==> config.mk <==
export PLATFORM = sky130hd
export DESIGN_NAME = fuzzy_subsequence_scorer_flat
export DESIGN_NICKNAME = d
export VERILOG_FILES = /design/src/sv/fss_pkg.sv /design/src/sv/fss_in_if.sv /design/src/sv/fss_out_if.sv /design/src/sv/fuzzy_subsequence_scorer.sv /design/src/flat_wrapper.sv
export SDC_FILE = /design/constraint.sdc
export NUM_CORES = 2
export LEC_CHECK = 0
export ABC_AREA = 1
export CORE_MARGIN = 3
export CORE_UTILIZATION = 50
export CTS_CLUSTER_DIAMETER = 40
export DETAILED_ROUTE_END_ITERATION = 8
export DONT_BUFFER_PORTS = 1
export PLACE_DENSITY = 0.64
export SLEW_MARGIN = 20
export SYNTH_ARGS = -nofsm -noshare
export SYNTH_HDL_FRONTEND = slang
export SYNTH_SLANG_ARGS = --single-unit
export TNS_END_PERCENT = 20
==> constraint.sdc <==
create_clock -name i_clk -period 16.3 [get_ports i_clk]
set_input_delay 2.445 -clock i_clk [delete_from_list [all_inputs] [get_ports i_clk]]
set_output_delay 2.445 -clock i_clk [all_outputs]
set_load 0.05 [all_outputs]
==> src/sv/fss_pkg.sv <==
// Package for the fuzzy subsequence scorer: widths, score constants,
// register codes, state types and byte class helpers. No dependencies.
package fss_pkg;

    localparam int QUERY_MAX = 32;
    localparam int QLEN_W    = 6;
    localparam int QIDX_W    = 5;
    localparam int TEXT_MAX  = 65536;
    localparam int POS_W     = 16;
    localparam int BPOS_W    = 17;
    localparam int SCORE_W   = 25;
    localparam int WIDE_W    = 27;
    localparam int CFG_W     = 64;
    localparam int CFG_IDX_W = 3;
    localparam int QWORDS    = 4;

    localparam int RUN_STEP      = 50;
    localparam int GAP_STEP      = 20;
    localparam int BOUNDARY_GAIN = 100;
    localparam int EXACT_GAIN    = 1000;
    localparam int SWAP_COST     = 50;

    typedef logic [7:0]                t_byte;
    typedef logic signed [SCORE_W-1:0] t_score;
    typedef logic signed [WIDE_W-1:0]  t_wide;

    localparam t_wide SCORE_MIN = t_wide'(-100000);
    localparam t_wide SCORE_MAX = t_wide'(10000000);

    typedef enum logic [CFG_IDX_W-1:0] {
        REG_QUERY_0   = 3'd0,
        REG_QUERY_1   = 3'd1,
        REG_QUERY_2   = 3'd2,
        REG_QUERY_3   = 3'd3,
        REG_QUERY_LEN = 3'd4
    } t_cfg_reg;

    typedef struct packed {
        logic [QLEN_W-1:0] mc;
        logic              last_valid;
        logic [POS_W-1:0]  last_pos;
        logic [QLEN_W-1:0] run;
        t_score            score;
    } t_match;

    function automatic t_wide sat(input t_wide v);
        if (v < SCORE_MIN) return SCORE_MIN;
        if (v > SCORE_MAX) return SCORE_MAX;
        return v;
    endfunction

    function automatic logic is_alpha(input t_byte b);
        return (b >= 8'h61 && b <= 8'h7a) || (b >= 8'h41 && b <= 8'h5a);
    endfunction

    function automatic logic is_digit(input t_byte b);
        return b >= 8'h30 && b <= 8'h39;
    endfunction

    // space, tab through carriage return, '-', '_', '.', '/', ':'
    function automatic logic is_boundary(input t_byte b);
        return b == 8'h20 || (b >= 8'h09 && b <= 8'h0d) || b == 8'h2d ||
               b == 8'h5f || b == 8'h2e || b == 8'h2f || b == 8'h3a;
    endfunction

endpackage

==> src/sv/fss_in_if.sv <==
// Input channel of the fuzzy subsequence scorer: one text byte per word.
// Depends on fss_pkg.
interface fss_in_if;
    import fss_pkg::*;

    logic  valid;
    logic  ready;
    t_byte text_byte;
    logic  end_of_text;

    modport source (output valid, output text_byte, output end_of_text, input ready);
    modport sink   (input valid, input text_byte, input end_of_text, output ready);
endinterface

==> src/sv/fss_out_if.sv <==
// Result channel of the fuzzy subsequence scorer: one word per finished text.
// Depends on fss_pkg.
interface fss_out_if;
    import fss_pkg::*;

    logic   valid;
    logic   ready;
    logic   is_match;
    t_score score_tenths;
    logic   used_swap;
    logic   too_long;

    modport source (output valid, output is_match, output score_tenths,
                    output used_swap, output too_long, input ready);
    modport sink   (input valid, input is_match, input score_tenths,
                    input used_swap, input too_long, output ready);
endinterface

==> src/sv/fuzzy_subsequence_scorer.sv <==
// Fuzzy subsequence scorer top level: query registers, two greedy matchers
// and the result register. Depends on fss_pkg, fss_in_if and fss_out_if.
//
// Usage:
//   Load the query through the write port (indexes 0..3 hold query bytes,
//   eight per word, index 4 the query length) while no text is in flight.
//   Stream the case-folded text on i_in, one byte per word, and flag the
//   final byte with end_of_text. One result word appears on o_out per text.
// Timing:
//   A byte is scored straight out of the input register; a result word
//   is loaded into the result register when its final byte is scored.
//   Throughput is one byte per cycle while the input is not stalled; the
//   per-byte update of both matchers is a single pass of compare and
//   saturating adds between two registers. During a configuration write
//   and the cycle after, ready is low while the derived swap split settles.
// Reset and stall:
//   Reset clears the query, all text state and both channels. When the
//   result is not taken, bytes that do not end a text keep flowing; a final
//   byte waits in the input register until the result register frees up.
module fuzzy_subsequence_scorer (
    input  logic                           i_clk,
    input  logic                           i_rst_n,
    fss_in_if.sink                         i_in,
    fss_out_if.source                      o_out,
    input  logic                           i_cfg_we,
    input  logic [fss_pkg::CFG_IDX_W-1:0]  i_cfg_index,
    input  logic [fss_pkg::CFG_W-1:0]      i_cfg_data
);
    import fss_pkg::*;

    // ---------------------------------------------------------------
    // Configuration registers
    // ---------------------------------------------------------------
    logic [CFG_W-1:0]  r_query_word [QWORDS];
    logic [QLEN_W-1:0] r_qlen_raw;
    logic              r_cfg_dirty;

    always_ff @(posedge i_clk) begin
        if (!i_rst_n) begin
            for (int k = 0; k < QWORDS; k++) r_query_word[k] <= '0;
            r_qlen_raw  <= '0;
            r_cfg_dirty <= 1'b0;
        end else begin
            r_cfg_dirty <= i_cfg_we;
            if (i_cfg_we) begin
                unique case (i_cfg_index)
                    REG_QUERY_0:   r_query_word[0] <= i_cfg_data;
                    REG_QUERY_1:   r_query_word[1] <= i_cfg_data;
                    REG_QUERY_2:   r_query_word[2] <= i_cfg_data;
                    REG_QUERY_3:   r_query_word[3] <= i_cfg_data;
                    REG_QUERY_LEN: r_qlen_raw <= i_cfg_data[QLEN_W-1:0];
                    default: ;  // unmapped index: drop the word
                endcase
            end
        end
    end

    // Flat view of the query bytes
    t_byte w_qbyte [QUERY_MAX];
    always_comb begin
        for (int j = 0; j < QUERY_MAX; j++) begin
            w_qbyte[j] = r_query_word[j / 8][(j % 8) * 8 +: 8];
        end
    end

    // ---------------------------------------------------------------
    // Derived query properties: effective length and swap split.
    // The swapped form exists when the query is letters then digits or
    // digits then letters; the split is the size of the leading group.
    // ---------------------------------------------------------------
    logic [QLEN_W-1:0]    w_n;
    logic [QUERY_MAX-1:0] w_alpha, w_digit, w_in_rng;
    logic                 w_all_ok, w_ld_bad, w_dl_bad, w_ld_ok, w_dl_ok;
    logic                 w_swap_ok;
    logic [QLEN_W-1:0]    w_split;

    always_comb begin
        w_n = (r_qlen_raw > QLEN_W'(QUERY_MAX)) ? QLEN_W'(QUERY_MAX) : r_qlen_raw;
        for (int j = 0; j < QUERY_MAX; j++) begin
            w_alpha[j]  = is_alpha(w_qbyte[j]);
            w_digit[j]  = is_digit(w_qbyte[j]);
            w_in_rng[j] = QLEN_W'(j) < w_n;
        end
        w_all_ok = &(~w_in_rng | w_alpha | w_digit);
        w_ld_bad = 1'b0;
        w_dl_bad = 1'b0;
        for (int j = 0; j < QUERY_MAX - 1; j++) begin
            w_ld_bad = w_ld_bad | (w_in_rng[j+1] & w_digit[j] & w_alpha[j+1]);
            w_dl_bad = w_dl_bad | (w_in_rng[j+1] & w_alpha[j] & w_digit[j+1]);
        end
        w_ld_ok = (w_n != '0) && w_all_ok && !w_ld_bad && w_alpha[0] &&
                  (|(w_digit & w_in_rng));
        w_dl_ok = (w_n != '0) && w_all_ok && !w_dl_bad && w_digit[0] &&
                  (|(w_alpha & w_in_rng));
        w_swap_ok = w_ld_ok || w_dl_ok;
        if (w_ld_ok) begin
            w_split = QLEN_W'($countones(w_alpha & w_in_rng));
        end else begin
            w_split = QLEN_W'($countones(w_digit & w_in_rng));
        end
    end

    logic [QLEN_W-1:0] r_n;
    logic [QLEN_W-1:0] r_split;
    logic              r_swap_ok;

    always_ff @(posedge i_clk) begin
        if (!i_rst_n) begin
            r_n       <= '0;
            r_split   <= '0;
            r_swap_ok <= 1'b0;
        end else begin
            r_n       <= w_n;
            r_split   <= w_split;
            r_swap_ok <= w_swap_ok;
        end
    end

    // ---------------------------------------------------------------
    // Input register and flow control
    // ---------------------------------------------------------------
    logic  r_in_valid;
    t_byte r_in_byte;
    logic  r_in_eot;
    logic  r_out_valid;
    logic  w_proc;
    logic  w_accept;

    // A final byte may only be scored when the result register can take it
    assign w_proc   = r_in_valid && (!r_in_eot || !r_out_valid || o_out.ready);
    assign i_in.ready = (!r_in_valid || w_proc) && !r_cfg_dirty && !i_cfg_we;
    assign w_accept = i_in.valid && i_in.ready;

    always_ff @(posedge i_clk) begin
        if (!i_rst_n) begin
            r_in_valid <= 1'b0;
        end else if (w_accept) begin
            r_in_valid <= 1'b1;
        end else if (w_proc) begin
            r_in_valid <= 1'b0;
        end
    end

    always_ff @(posedge i_clk) begin
        if (w_accept) begin
            r_in_byte <= i_in.text_byte;
            r_in_eot  <= i_in.end_of_text;
        end
    end

    // ---------------------------------------------------------------
    // Text state
    // ---------------------------------------------------------------
    logic [BPOS_W-1:0] r_bpos;
    t_byte             r_prev;
    logic              r_ovf;
    t_match            r_m [2];

    // Score one hit of a matcher at position pos
    function automatic t_match step_hit(input t_match m, input logic [POS_W-1:0] pos,
                                        input logic bnd);
        t_match             res;
        t_wide              s;
        logic               consec;
        logic [QLEN_W-1:0]  run;
        logic [11:0]        run_pen;
        logic [POS_W-1:0]   gap;
        logic [POS_W+4:0]   gap_pen;
        res     = m;
        s       = WIDE_W'(m.score);
        consec  = m.last_valid ? (({1'b0, m.last_pos} + 1'b1) == {1'b0, pos})
                               : (pos == '0);
        run     = m.run + 1'b1;
        run_pen = 12'(run) * 12'(RUN_STEP);
        gap     = pos - m.last_pos - 1'b1;
        gap_pen = (POS_W+5)'(gap) * (POS_W+5)'(GAP_STEP);
        if (consec) begin
            res.run = run;
            s = sat(s - signed'(WIDE_W'(run_pen)));
        end else begin
            res.run = '0;
            if (m.last_valid) s = sat(s + signed'(WIDE_W'(gap_pen)));
        end
        if (bnd) s = sat(s - t_wide'(BOUNDARY_GAIN));
        s = sat(s + signed'(WIDE_W'(pos)));
        res.score      = s[SCORE_W-1:0];
        res.last_pos   = pos;
        res.last_valid = 1'b1;
        res.mc         = m.mc + 1'b1;
        return res;
    endfunction

    logic [BPOS_W-1:0] n_bpos;
    t_byte             n_prev;
    logic              n_ovf;
    t_match            n_m [2];
    logic              w_in_range, w_bnd, w_hit0, w_hit1, w_exact;
    logic [POS_W-1:0]  w_pos;
    logic [QLEN_W-1:0] w_idx1;
    logic              n_match, n_swap;
    t_wide             w_final;

    always_comb begin
        w_in_range = r_bpos < BPOS_W'(TEXT_MAX);
        w_pos      = r_bpos[POS_W-1:0];
        w_bnd      = (r_bpos == '0) || is_boundary(r_prev);

        // Rotated index into the swapped query; both terms stay below n
        w_idx1 = r_m[1].mc + r_split;
        if (w_idx1 >= r_n) w_idx1 = w_idx1 - r_n;

        w_hit0 = w_in_range && (r_m[0].mc < r_n) &&
                 (w_qbyte[r_m[0].mc[QIDX_W-1:0]] == r_in_byte);
        w_hit1 = w_in_range && r_swap_ok && (r_m[1].mc < r_n) &&
                 (w_qbyte[w_idx1[QIDX_W-1:0]] == r_in_byte);

        n_m[0] = w_hit0 ? step_hit(r_m[0], w_pos, w_bnd) : r_m[0];
        n_m[1] = w_hit1 ? step_hit(r_m[1], w_pos, w_bnd) : r_m[1];

        n_bpos = w_in_range ? r_bpos + 1'b1 : r_bpos;
        n_prev = w_in_range ? r_in_byte : r_prev;
        n_ovf  = r_ovf || !w_in_range;

        // Result of a text ending with this byte
        w_exact = (n_bpos == BPOS_W'(r_n)) && !n_ovf;
        n_match = 1'b0;
        n_swap  = 1'b0;
        w_final = '0;
        if (r_n == '0) begin
            n_match = 1'b1;
        end else if (n_m[0].mc >= r_n) begin
            n_match = 1'b1;
            w_final = WIDE_W'(n_m[0].score);
            if (w_exact) w_final = sat(w_final - t_wide'(EXACT_GAIN));
        end else if (r_swap_ok && n_m[1].mc >= r_n) begin
            n_match = 1'b1;
            n_swap  = 1'b1;
            w_final = WIDE_W'(n_m[1].score);
            if (w_exact) w_final = sat(w_final - t_wide'(EXACT_GAIN));
            w_final = sat(w_final + t_wide'(SWAP_COST));
        end
    end

    always_ff @(posedge i_clk) begin
        if (!i_rst_n) begin
            r_bpos <= '0;
            r_prev <= '0;
            r_ovf  <= 1'b0;
            r_m[0] <= '0;
            r_m[1] <= '0;
        end else if (w_proc) begin
            if (r_in_eot) begin
                // Text done: return to the start-of-text state
                r_bpos <= '0;
                r_prev <= '0;
                r_ovf  <= 1'b0;
                r_m[0] <= '0;
                r_m[1] <= '0;
            end else begin
                r_bpos <= n_bpos;
                r_prev <= n_prev;
                r_ovf  <= n_ovf;
                r_m[0] <= n_m[0];
                r_m[1] <= n_m[1];
            end
        end
    end

    // ---------------------------------------------------------------
    // Result register
    // ---------------------------------------------------------------
    logic   r_is_match;
    t_score r_score;
    logic   r_used_swap;
    logic   r_too_long;
    logic   w_load;

    assign w_load = w_proc && r_in_eot;

    always_ff @(posedge i_clk) begin
        if (!i_rst_n) begin
            r_out_valid <= 1'b0;
        end else if (w_load) begin
            r_out_valid <= 1'b1;
        end else if (o_out.ready) begin
            r_out_valid <= 1'b0;
        end
    end

    always_ff @(posedge i_clk) begin
        if (w_load) begin
            r_is_match  <= n_match;
            r_score     <= w_final[SCORE_W-1:0];
            r_used_swap <= n_swap;
            r_too_long  <= n_ovf;
        end
    end

    assign o_out.valid        = r_out_valid;
    assign o_out.is_match     = r_is_match;
    assign o_out.score_tenths = r_score;
    assign o_out.used_swap    = r_used_swap;
    assign o_out.too_long     = r_too_long;

endmodule
==> src/flat_wrapper.sv <==
// flat-port wrapper written by rule: the top's interface ports become plain ports
module fuzzy_subsequence_scorer_flat import fss_pkg::*;
  (i_clk, i_rst_n, i_cfg_we, i_cfg_index, i_cfg_data, i_in_valid, i_in_text_byte, i_in_end_of_text, i_in_ready, o_out_valid, o_out_is_match, o_out_score_tenths, o_out_used_swap, o_out_too_long, o_out_ready);
  fss_in_if i_in_i ();
  fss_out_if o_out_i ();
  input  logic i_clk;
  input  logic i_rst_n;
  input  logic i_cfg_we;
  input  logic [fss_pkg::CFG_IDX_W-1:0] i_cfg_index;
  input  logic [fss_pkg::CFG_W-1:0] i_cfg_data;
  input wire logic [$bits(i_in_i.valid)-1:0] i_in_valid;
  input wire logic [$bits(i_in_i.text_byte)-1:0] i_in_text_byte;
  input wire logic [$bits(i_in_i.end_of_text)-1:0] i_in_end_of_text;
  output wire logic [$bits(i_in_i.ready)-1:0] i_in_ready;
  output wire logic [$bits(o_out_i.valid)-1:0] o_out_valid;
  output wire logic [$bits(o_out_i.is_match)-1:0] o_out_is_match;
  output wire logic [$bits(o_out_i.score_tenths)-1:0] o_out_score_tenths;
  output wire logic [$bits(o_out_i.used_swap)-1:0] o_out_used_swap;
  output wire logic [$bits(o_out_i.too_long)-1:0] o_out_too_long;
  input wire logic [$bits(o_out_i.ready)-1:0] o_out_ready;
  assign i_in_i.valid = i_in_valid;
  assign i_in_i.text_byte = i_in_text_byte;
  assign i_in_i.end_of_text = i_in_end_of_text;
  assign i_in_ready = i_in_i.ready;
  assign o_out_valid = o_out_i.valid;
  assign o_out_is_match = o_out_i.is_match;
  assign o_out_score_tenths = o_out_i.score_tenths;
  assign o_out_used_swap = o_out_i.used_swap;
  assign o_out_too_long = o_out_i.too_long;
  assign o_out_i.ready = o_out_ready;
  fuzzy_subsequence_scorer u_core (.i_clk(i_clk), .i_rst_n(i_rst_n), .i_in(i_in_i), .o_out(o_out_i), .i_cfg_we(i_cfg_we), .i_cfg_index(i_cfg_index), .i_cfg_data(i_cfg_data));
endmodule
## After elaboration in Yosys (flattened, before gate mapping)

Memories as Yosys holds them, arrays and structs flattened.
Cells that the tools add are included.
Widths: inputs -> output; s select.

| cells by class | value |
|---|---|
| bitwise gates (word level) | 199 |
| muxes and demuxes | 184 |
| divide/modulo/power cells | 0 |
| equality and inequality tests | 15 |
| shift operators | 0 |
| multiply operators | 4 |
| order comparisons | 257 |
| add/sub/neg operators | 86 |
| reductions and logical operators | 183 |

Operator list:

| operator | count |
|---|---|
| $mux 27 | 38 |
| $ge 8x7->1 const B | 64 |
| $le 8x7->1 const B | 64 |
| $mux 25 | 19 |
| $mux 54 | 6 |
| $gt 27x25->1 const B | 10 |
| $lt 27x18->1 const B | 10 |
| $ge 8x6->1 const B | 32 |
| $le 8x6->1 const B | 32 |
| $mux 64 | 4 |
| $add 6x6->6 | 31 |
| $and 1x1->1 | 124 |
| $logic_and 1x1->1 | 116 |
| $mux 1 | 102 |
| $lt 5x6->1 const A | 16 |
| $bmux 8 s5 | 2 |
| $or 1x1->1 | 68 |
| $add 1x1->2 | 32 |
| $and 32x32->32 | 2 |
| $or 32x32->32 | 2 |
| $reduce_or 32->1 | 2 |
| $add 27x17->27 | 2 |
| $sub 27x8->27 const B | 2 |
| $add 25x22->26 | 2 |
| 49 further kinds | 146 |

| storage, ports and cells | value |
|---|---|
| memory bits (read-only) | 0 |
| bits in writable memories | 364 |
| bits in latches | 0 |
| logic and storage cells | 946 |
| register bits after elaboration | 85 |
| memories | 2 |
| output and inout bits | 30 |

Memories:

| name | depth | bits a word | rd ports | clocked after Yosys merged registers in | wr ports | line | RTL |
|---|---|---|---|---|---|---|---|
| u_core.r_query_word | 4 | 64 | 4 | 0 | 4 | fuzzy_subsequence_scorer.sv:34 | `logic [CFG_W-1:0] r_query_word [QWORDS];` |
| u_core.r_m | 2 | 54 | 2 | 0 | 2 | fuzzy_subsequence_scorer.sv:157 | `t_match r_m [2];` |

## Logic depth before layout (Yosys ltp)

An unclocked memory read counts as a cell.

| depth | value |
|---|---|
| word-level depth | 64 |
| depth in mapped cells | 131 |
| mapped depth without buffers | 127 |

## Least setup slack after synthesis

Ideal clock, no wire load.

| path | value |
|---|---|
| path kind | reg2reg |
| from | memory u_core.r_m[0][85] in the netlist's numbering |
| to | register u_core.r_score[5], in the netlist u_core.o_out.score_tenths[5] (data pin) |
| buffers on the path | 5 |
| library setup time | 0.286 ns |
| data arrival time | 13.917 ns |
| setup slack | 2.097 ns |
| stages on the path, launching flop included | 121 |
| cells stage by stage | edfxtp_1 inv_1 ha_1 fa_1 a21oi_1 o21bai_1 a21oi_1 o21bai_1 xor2_1 inv_1 ha_1 ha_1 a21oi_1 o31ai_1 nand2_1 nand2_1 a21oi_1 nor2_1 [85 not listed] a21oi_2 ha_1 inv_1 a21oi_1 nor2_1 nor2_1 nand2_1 xor2_1 nand2_1 nor2_1 nand2_1 nor2_1 nand3b_1 nand2_2 buf_2 nand2_1 nand2_1 a21oi_1 |

RTL lines:

| what | line | RTL |
|---|---|---|
| from (decl) | fuzzy_subsequence_scorer.sv:157 |  |
| to (signal assigned) | fuzzy_subsequence_scorer.sv:293 | `r_score <= w_final[SCORE_W-1:0];` |
| to (decl) | fuzzy_subsequence_scorer.sv:273 | `t_score r_score;` |

==> results.toml <==
[place]
gp_congestion = 1.08
dp_slack_ns = 0.0788
io_buffers = 0
place_inst = 9179
dp_hpwl_um = 177000

[logic_synthesis]
synth-edff-count = 401
synth.distinct_cells = 79
syn-num-nets = 8420
syn_area_um2 = 51200
synth_compound_area_frac = 0.149
yosysWarnings = 0
async_reset_ff_frac = 0
synth_top_family_by_area = "simple AND/OR/NAND/NOR gates"
synth.area.mux_share = 0
avgSynthCellArea_um2 = 6.46
ys.flop_type = "edfxtp_1"
synth_xor_area_frac = 0.0423
yosys.area_share.simple = 0.327
synthCells = 7921
ys_ff_latch = 449
synth_fa_ha_area_frac = 0.112
ys_seq_area_frac = 0.254

[cts]
cts_root_buffer = "clkbuf_16"
hold_buffers = 0
htree_levels = 3
cts_buffers = 90
clockBufferDepth = 3
clock-sinks = 449
path_clk_slew_ns = 0.06
cts_tree = "yes"
worst_skew_pair.late_latency_ns = 0.70

[grt]
grt.busiest_layer = "met2"
grt_max_degree = 107
grt-ovfl-total = 0
globalRouteTotalUtil = 0.398
grt.met3_usage = 0.108
grt_use_met1 = 0.491
grtUsageMet2 = 0.613
grt_pass1_wl_um = 320000
grt_pass1_vias = 50900
antenna_found_initial = 7

[setup_path]
critPathSlowestCell = "or4_1"
r2r-start = "u_core.r_m[0][85]$_SDFFCE_PN0P_"
crit_type = "register to register"
crit_path_frequent_cell = "nand2_1"
cp_slowest_stage_delay_ns = 0.54
crit_start = "u_core.r_m[0][85]$_SDFFCE_PN0P_"
r2r_cells = 105
reg2reg_slack_ns = 1.01
cp.arrival_ns = 15.72
crit_path_end = "u_core.o_out.score_tenths[10]$_SDFFCE_PN0P_"
endpoint_kind = "register"
rr_endpoint = "u_core.o_out.score_tenths[10]$_SDFFCE_PN0P_"
worst-path-max-fanout = 17
critPathLaunchType = "register"
worstPathRequired_ns = 16.73

[drt]
totalWireLength_um = 219000
drc = 0
ant_nets = 0
post_drt_wl_per_cell_um = 23.3
drtIter0Drc = 6779
drt_first_pass_iters = 6
vias_per_cell = 5.85
vias = 55100

[sta]
min_period_ns = 15.29
max_freq_ghz = 0.0654
rsz0062_at_grt = "yes"
skew_ns = 0.0531
tightest_slew_ns = 1.11
layout_setup_ws_ns = 1.01
setup_violations = 0
post-route-period-util = 0.938
relSlewSlack = 0.259
finalSetupTns_ns = 0
final-max-slew-violation-count = 0
hold_violations = 0

[power]
intPower_w = 0.00316
ir_drop_uv = 94.6
power_switching_share = 0.419
p_clk_frac = 0.368
p_sw_w = 0.00228
powerDensity_nw_per_um2 = 94.4
leakagePower_nw = 27.4
pwr-share-seq = 0.259
power_w = 0.00544
comb_power_share = 0.373

[run_status]
status = "finished, final reports clean"

[floorplanning]
start_util = 0.508
placementRows = 116
coreArea_um2 = 101000
dieHeight_um = 326
io-pin-count = 111
die_width_um = 326
die_area_um2 = 106000

[flow_run]
cap_violations = 0

[cells_and_area]
fin_nets = 8464
drive_gt1_frac = 0.0971
final_cells = 9409
area_growth_syn_to_layout_pct = 12.5

[min_path]
hold_class = "register to register"
critical path: cells and delay by family (launching register included):
kind	cells	cell delay, ns
buffers and inverters	14	1.62
flip-flops	1	0.42
AND/OR/NAND/NOR	58	7.03
adder cells (fa/ha/maj)	7	2.00
AO/OA/AOI/OAI	23	3.40
XOR/XNOR	3	0.50
state kept, by name, indices dropped and copies added (netlist names):
signal	flops
u_core.o_out.is_match	1
u_core.o_out.score_tenths	25
u_core.o_out.too_long	1
u_core.o_out.used_swap	1
u_core.o_out.valid	1
u_core.r_bpos	17
u_core.r_cfg_dirty	1
u_core.r_in_byte	8
u_core.r_in_eot	1
u_core.r_in_valid	1
u_core.r_m	108
u_core.r_n	6
u_core.r_ovf	1
u_core.r_prev	8
u_core.r_qlen_raw	6
u_core.r_query_word	256
u_core.r_split	6
u_core.r_swap_ok	1
area by class of cell:
type / count / area [um2]
flip-flops and latches: 449 / 13000
well taps: 1357 / 1700
multi-input cells: 5947 / 33400
diodes: 10 / 25.0
clock inverters: 75 / 977
inverters: 1304 / 4900
fillers: 9991 / 43300
clock buffers: 94 / 2290
repair buffers: 173 / 1360
per-stage QoR:
stage | hold WS (ns) | area [um2] | utilization
after global placement | 0.456 | 52800 | 0.524
after floorplan | 0.441 | 51200 | -
final | 0.475 | 57600 | 0.571
after CTS | 0.469 | 56100 | 0.556
after global routing | 0.491 | 57600 | 0.571
after detailed placement | 0.460 | 52800 | 0.524
cell usage in the layout (no fill, tap or decap), drive strengths merged, types with 17 or more instances in the layout:
master and count:
nand2 1882, inv 1315, nor2 1131, a21oi 562
nand3 546, o21ai 524, edfxtp 401, ha 352
xor2 195, buf 173, nand4 149, clkbuf 94
nor3 87, fa 66, o22ai 53, xnor2 52
dfxtp 48, clkinv 44, nor4 43, o21bai 34
nand3b 32, o211ai 27, a31oi 26, or2 22
o31ai 19, a21o 17, a211oi 17
what timing repair did:
action | in CTS | in global routing
buffers inserted | 0 | 47
setup endpoints to repair | 0 | 25
resized for setup | 0 | 286
worst min path at each step:
stage | startpoint | to | slack, ns | depth (start not counted)
floorplan | u_core.r_prev[7]$_SDFFE_PN0P_ | u_core.r_prev[7]$_SDFFE_PN0P_ | 0.44 | 2
global placement | u_core.r_prev[7]$_SDFFE_PN0P_ | u_core.r_prev[7]$_SDFFE_PN0P_ | 0.46 | 2
detailed placement | u_core.r_prev[7]$_SDFFE_PN0P_ | u_core.r_prev[7]$_SDFFE_PN0P_ | 0.46 | 2
CTS | u_core.r_prev[7]$_SDFFE_PN0P_ | u_core.r_prev[7]$_SDFFE_PN0P_ | 0.47 | 2
global route | u_core.r_prev[7]$_SDFFE_PN0P_ | u_core.r_prev[7]$_SDFFE_PN0P_ | 0.49 | 2
finish | u_core.r_prev[7]$_SDFFE_PN0P_ | u_core.r_prev[7]$_SDFFE_PN0P_ | 0.47 | 2
synth_stat cells, drive strengths merged (6+ instances only):
master      n  area [um2]
a21o       17         128
xor2      195        1710
edfxtp    401       12000
a21boi      6        45.0
o22ai      53         338
o211ai     27         203
clkbuf    167         631
nand3     546        2870
nor2     1131        4400
o21ai     523        2630
o2111ai    10        87.6
inv      1288        4830
xnor2      52         455
fa         66        1320
a21oi     561        2940
buf        56         405
or2        22         138
nand3b     32         240
ha        352        4400
o31ai      19         143
o21a       14         105
nor4       43         269
nor3       87         455
a211oi     17         128
nand4     149         938
and2       15        93.8
a31oi      26         163
dfxtp      48         961
clkinv     16        61.3
a2111oi     8        70.1
o21bai     34         263
nand2    1880        7230
or4         6        45.0
routing by layer:
layer	wire (um)	vias up
li1	-	26000
met1	83800	25400
met2	94400	2933
met3	24100	695
met4	17100	6
met5	40	-
kinds of logic (layout without fill, tap and decap cells):
logic type      after synthesis  in the layout
simple gates               3920           3922
xor+xnor                    247            247
other cells                   0             10
compound gates             1358           1360
buf+inv                    1529           1646
fa+ha+maj                   418            418
flops                       449            449
power groups by stage:
stage / clock network [W] / registers (W) / logic (W)
6_report: 0.00200 / 0.00141 / 0.00203
2_1_floorplan: 0 / 0.00138 / 0.00134
5_1_grt: 0.00206 / 0.00141 / 0.00223
3_3_place_gp: 0 / 0.00142 / 0.00188
4_1_cts: 0.00201 / 0.00140 / 0.00189
3_5_place_dp: 0 / 0.00142 / 0.00188
Power figures use the tool's default switching activity.
